$ cat config.mk
export PLATFORM = sky130hd
export DESIGN_NAME = hsvc_hue_split
export DESIGN_NICKNAME = d
export VERILOG_FILES = /design/src/rtl/hsvc_pkg.sv /design/src/rtl/hsvc_hue_split.sv
export SDC_FILE = /design/constraint.sdc
export NUM_CORES = 1
export LEC_CHECK = 0
export BUFFER_PORTS_ARGS = -buffer_cell sky130_fd_sc_hd__buf_2
export CORE_ASPECT_RATIO = 0.9
export CORE_UTILIZATION = 40
export CTS_CLUSTER_DIAMETER = 30
export DETAILED_ROUTE_END_ITERATION = 16
export PLACE_DENSITY = 0.56
export SYNTH_ARGS = -nofsm -noshare
export SYNTH_HDL_FRONTEND = slang
export SYNTH_SLANG_ARGS = --single-unit
export TNS_END_PERCENT = 50
$ cat constraint.sdc
create_clock -name clk -period 6.1 [get_ports clk]
set_clock_uncertainty 0.1 [all_clocks]
set_input_delay 0.915 -clock clk [delete_from_list [all_inputs] [get_ports clk]]
set_output_delay 0.915 -clock clk [all_outputs]
set_load 0.02 [all_outputs]
$ cat src/rtl/hsvc_pkg.sv
// hsvc_pkg: shared types and constants for the hsv to rgb converter
// holds the colour transfer structs and the fixed point constants of the hue split
// no dependencies
package hsvc_pkg;

    // fraction bits of the hue/60 value
    localparam int FRAC_BITS = 24;

    // percentage ceiling
    localparam logic [6:0] PCT_MAX = 7'd100;

    // 359 degrees over hue codes 0..255, sixty degrees per sector
    localparam logic [16:0] HUE_SPAN  = 17'd359;
    localparam logic [15:0] HUE_DEN   = 16'd15300;
    localparam logic [15:0] HUE_HALF  = 16'd7650;
    localparam logic [34:0] HUE_RECIP = 35'((64'd1 << (2 * FRAC_BITS)) / 64'd15300);

    // sector codes of the hue split
    localparam logic [2:0] SEC_RED_YEL = 3'd0;
    localparam logic [2:0] SEC_YEL_GRN = 3'd1;
    localparam logic [2:0] SEC_GRN_CYN = 3'd2;
    localparam logic [2:0] SEC_CYN_BLU = 3'd3;
    localparam logic [2:0] SEC_BLU_MAG = 3'd4;
    localparam logic [2:0] SEC_MAG_RED = 3'd5;

    // input transfer
    typedef struct packed {
        logic [7:0] hue;
        logic [7:0] saturation;
        logic [7:0] brightness;
    } hsv_t;

    // result transfer
    typedef struct packed {
        logic [7:0] red;
        logic [7:0] green;
        logic [7:0] blue;
    } rgb_t;

    // sector and in-sector fraction from the hue pipeline
    typedef struct packed {
        logic                 valid;
        logic [2:0]           sector;
        logic [FRAC_BITS-1:0] frac;
    } hue_split_t;

endpackage

$ cat src/rtl/hsvc_hue_split.sv
// hsvc_hue_split: three stage pipeline splitting the hue code into sector and fraction
// computes round(359 * hue * 2^24 / 15300) by reciprocal multiply and remainder fix-up
// depends on hsvc_pkg
module hsvc_hue_split
(
    input  logic                   clk,
    input  logic                   rst_n,
    input  logic                   valid_in,
    input  logic [7:0]             hue,
    output hsvc_pkg::hue_split_t   split
);

    logic [2:0]  vld_reg;
    logic [2:0]  vld_next;
    logic [16:0] x_reg;
    logic [16:0] x_next;
    logic [26:0] hs0_reg;
    logic [26:0] hs0_next;
    logic [26:0] hs_reg;
    logic [26:0] hs_next;

    logic [51:0] recip_prod;
    logic [42:0] hs0_scaled;
    logic [15:0] rem;
    logic [1:0]  corr;

    // stage one: hue in degrees times 255
    assign x_next = {9'd0, hue} * hsvc_pkg::HUE_SPAN;

    // stage two: estimate of hue/60, low by at most two units
    assign recip_prod = {35'd0, x_reg} * {17'd0, hsvc_pkg::HUE_RECIP};
    assign hs0_next   = recip_prod[50:24];

    // stage three: remainder is small, so its low bits suffice
    assign hs0_scaled = {16'd0, hs0_reg} * {27'd0, hsvc_pkg::HUE_DEN};
    assign rem        = hsvc_pkg::HUE_HALF - hs0_scaled[15:0];

    always_comb
    begin
        priority if (rem >= {hsvc_pkg::HUE_DEN[14:0], 1'b0})
        begin
            corr = 2'd2;
        end
        else if (rem >= hsvc_pkg::HUE_DEN)
        begin
            corr = 2'd1;
        end
        else
        begin
            corr = 2'd0;
        end
    end

    assign hs_next  = hs0_reg + {25'd0, corr};
    assign vld_next = {vld_reg[1:0], valid_in};

    // valid bits
    always_ff @(posedge clk or negedge rst_n)
    begin
        if (!rst_n)
        begin
            vld_reg <= '0;
        end
        else
        begin
            vld_reg <= vld_next;
        end
    end

    // data stages
    always_ff @(posedge clk)
    begin
        x_reg   <= x_next;
        hs0_reg <= hs0_next;
        hs_reg  <= hs_next;
    end

    assign split.valid  = vld_reg[2];
    assign split.sector = hs_reg[26:24];
    assign split.frac   = hs_reg[23:0];

endmodule

* Word-level counts from Yosys, hierarchy flattened
Index checks and enable logic that the tools add are counted.
** Storage, ports and cells
- Flip-flop bits (word level) :: 74
- Bits of input ports :: 11
- Word-level logic and storage cells :: 13
** Cells by class
- $add $sub $neg :: 2
- $mul :: 3
- Magnitude comparators :: 2
- Mux-type cells :: 2
** Operators with widths (number)
- multiplier 17 x 35 -> 51 bit (second input constant) :: 1
- adder 27 x 2 -> 27 bit :: 1
- multiplier 27 x 12 -> 14 bit (second input constant) :: 1
- multiplier 8 x 9 -> 17 bit (second input constant) :: 1
- >= comparator 16 x 14 -> 1 bit (second input constant) :: 1
- >= comparator 16 x 15 -> 1 bit (second input constant) :: 1
- subtractor 13 x 16 -> 16 bit (first input constant) :: 1
- 2-to-1 mux 2 bit :: 1
- 2-to-1 mux 1 bit :: 1

* Longest topological paths before layout
- Depth after elaboration :: 6
- Depth in mapped cells :: 30
- Gate-level depth less buffers :: 30

* Worst setup path before layout
No wires, ideal clock.
- Path kind :: reg2reg
- From :: reg hs0_reg[0]
- To :: reg hs_reg[21]
- Arrival time :: 6.191 ns
- Data required time :: 5.928 ns
- Path slack :: -0.263 ns
- Stages on the path, launching flop included :: 27
- Path buffers :: 0
- Cells stage by stage :: dfxtp_1 > inv_1 > ha_1 > ha_1 > inv_1 > fa_1 > inv_1 > fa_1 > inv_1 > fa_1 > inv_1 > ha_1 > a21oi_1 > xnor2_1 > xnor2_1 > o22a_1 > o41ai_1 > ha_1 > a21oi_1 > nor2_1 > nand3_1 > nor2_1 > nand2_1 > nor3_1 > nand4_1 > nor2_1 > xor2_1
** On the way
- Cells in the longest elaborated chain, start to end :: 6
** RTL lines
- start, declared :: line hsvc_hue_split.sv:17 : logic [26:0] hs0_reg;
- start signal, assigned :: line hsvc_hue_split.sv:74 : hs0_reg <= hs0_next;
- multiplier 27 x 12 -> 14 bit :: line hsvc_hue_split.sv:35 : assign hs0_scaled = {16'd0, hs0_reg} * {27'd0, hsvc_pkg::HUE_DEN};
- subtractor 13 x 16 -> 16 bit :: line hsvc_hue_split.sv:36 : assign rem = hsvc_pkg::HUE_HALF - hs0_scaled[15:0];
- >= comparator 16 x 14 -> 1 bit :: line hsvc_hue_split.sv:44 : else if (rem >= hsvc_pkg::HUE_DEN)
- 2-to-1 mux 1 bit :: line hsvc_hue_split.sv:44
- 2-to-1 mux 2 bit :: line hsvc_hue_split.sv:40 : priority if (rem >= {hsvc_pkg::HUE_DEN[14:0], 1'b0})
- adder 27 x 2 -> 27 bit (*) :: line hsvc_hue_split.sv:54 : assign hs_next = hs0_reg + {25'd0, corr};
- net hs_next[21] :: line hsvc_hue_split.sv:20 : logic [26:0] hs_next;
- end signal, assigned :: line hsvc_hue_split.sv:75 : hs_reg <= hs_next;
- end, declared :: line hsvc_hue_split.sv:19 : logic [26:0] hs_reg;
Mark *: on every way through the listed nets, which the timed path passes. The rest lies on a longest branch.

* Worst setup path after layout
- From :: reg hs0_reg[2]
- To :: reg hs_reg[20]
Same word-level chain as after synthesis.

==> reports/qor.yml <==
ys.flop_type: "dfxtp_1"
via_per_inst: 4.66
asyncSetResetFlopFracSynth_pct: 4.05
htree_levels: 3
grt_first_pass_wirelength_um: 40200
finalCriticalPeriod_ns: 6.00
critPathLaunchType: "register"
finalHoldViolCount: 0
ys_types: 57
num_antenna_cells: 0
cp_num_buf_inv: 3
drc: 0
synth.cell_area_mm2: 0.0117
die_area_mm2: 0.0300
numCtsBuffers: 9
ys_seq_elements: 74
path_delay_family: "adder cells"
yosys_warnings: 0
reg2reg_slack_ns: 0.1
setup_viol: 0
vias: 7817
num-nets-final: 1741
wl_um: 24600
slowest_stage: "fa_1"
core_mm2: 0.0289
syn_nets: 1610
end_kind: "register"
cts_tree: "yes"
fmax_mhz: 167
clk_latency_ns: 0.35
clock_path_buffers: 2
worstMarginPinSlew_ns: 0.446
fin_crit_sh_pct: 98.4
synth_seq_area_share_pct: 12.8
final_cell_mix: "ha_1, inv_1, fa_1"
synth_edf_count: 0
placed_cell_area_mm2: 0.0130
status: "complete, no violations"
numClockSinks: 74
drv_cap: 0
root_buffer: "clkbuf_16"
overflow: 0
arrival_ns: 6.14
portBuffers: 38
firstDrtPassIters: 4
hpwl_um: 21600
synth_top_area_share_pct: 31.3
syn-mean-instance-area_um2: 10.2
hp-class: "input port to async pin"
slew_headroom_pct: 69.5
path_clk_slew_ns: 0.06
drt-initial-drc-count: 208
fin_area_mm2: 0.0138
gp_congestion: 0.872
start_util_pct: 40.6
avgRoutedWirePerCell_um: 14.7
row_count: 59
cpMostUsedCell: "fa_1"
antenna_found_initial: 0
grt_pass1_vias: 7983
path_cells: "fa_1 > xor2_1 > ha_1 > inv_2 > fa_1 > fa_1 > fa_1 > inv_1 > ha_4 > a21oi_4 > xnor2_4 > a211oi_2 > xnor3_1 > o41ai_4 > a221oi_2 > ha_2 > fa_2 > nand2_2 > nor2_4 > nand3_4 > nor3_4 > nand4_1 > buf_4 > xnor2_1"
crit_path_max_incr_delay_ns: 0.54
rsz0062_at_grt: "true"
post-route-util_pct: 47.8
yosys-top-cells-area: "ha_1, fa_1, dfxtp_1, inv_1, xnor2_1"
crit_type: "register to register"
drv_slew: 0
crit_fanout: 6
area_growth_syn_to_layout_pct: 17.7
synth_area_leader_cell: "ha_1"
boundaryPins: 39
grt_usage_pct: 17.3
die_y_um: 164
die_w_um: 182
ant_nets: 0
drive_gt1_share_pct: 17.3
cp.required_ns: 6.24
layout_commonest_cell: "ha_1"
syn_inst: 1144
grt_max_degree: 16
final cells by class:
type                    count  area (um^2)
well taps                 396          495
repair buffers            121          817
multi-input cells         797         9600
clock buffers               9          225
inverters                 272         1020
fillers                  2666        15100
clock inverters             7          109
flip-flops and latches     74         1520
routing by layer:
metal / GRT usage (%) / up-vias / share of wire, %
met5: 0 / - / 0
met4: 2.94 / 0 / 0.80
met3: 2.45 / 13 / 2.5
met2: 28.7 / 87 / 46
met1: 24.4 / 3742 / 50
li1: - / 3975 / -
through the flow:
step | instances | hold slack, ns | TNS, ns | worst slack [ns]
3_3_place_gp | 1650 | 0.234 | -0.211 | -0.0761
5_1_grt | 1676 | 0.237 | -1.16 | -0.220
3_5_place_dp | 1650 | 0.235 | -1.01 | -0.213
6_report | 1676 | 0.245 | 0 | 0.0999
2_1_floorplan | 1144 | 0.231 | 0 | 0.0466
4_1_cts | 1670 | 0.233 | 0 | 0.000865
what timing repair did:
action	4_1_cts	5_1_grt
pin swaps	28	52
hold buffers	0	0
resized for setup	20	50
setup endpoints to repair	8	16
setup buffers	4	6
cell families after synthesis:
| group | Yosys count | synth area share [%] |
|---|---|---|
| mux | 1 | 0.0961 |
| xor+xnor | 83 | 6.32 |
| simple gates | 135 | 5.61 |
| buf+inv | 273 | 8.77 |
| compound gates | 123 | 7.48 |
| flops | 74 | 12.8 |
| fa+ha+maj | 455 | 58.9 |
worst paths after layout:
| check | from | to | cells after the start |
|---|---|---|---|
| worst min-delay path | rst_n | vld_reg[2] | 1 |
| worst min register to register | vld_reg[0] | vld_reg[1] | 0 |
| max in group asynchronous | rst_n | vld_reg[0] | 1 |
| worst max register to register | hs0_reg[2] | hs_reg[20] | 24 |
| worst max-delay path | hs0_reg[2] | hs_reg[20] | 24 |
| min in group clk | vld_reg[0] | vld_reg[1] | 0 |
synthesized netlist by cell type (all sizes together), types with 4 or more instances:
cell type / instances
and3: 7
o21ai: 20
xor2: 32
xnor2: 50
fa: 162
nand2b: 8
o21bai: 5
a211oi: 4
nor3: 6
a21o: 19
nand2: 26
or2: 8
ha: 293
nand3: 16
nand4: 10
nor2: 40
a21oi: 34
dfxtp: 71
nor2b: 4
a21boi: 4
inv: 272
a221oi: 5
Power is not shown: default switching activity piles up to over one toggle a cycle in this logic, so the estimate is an artifact.
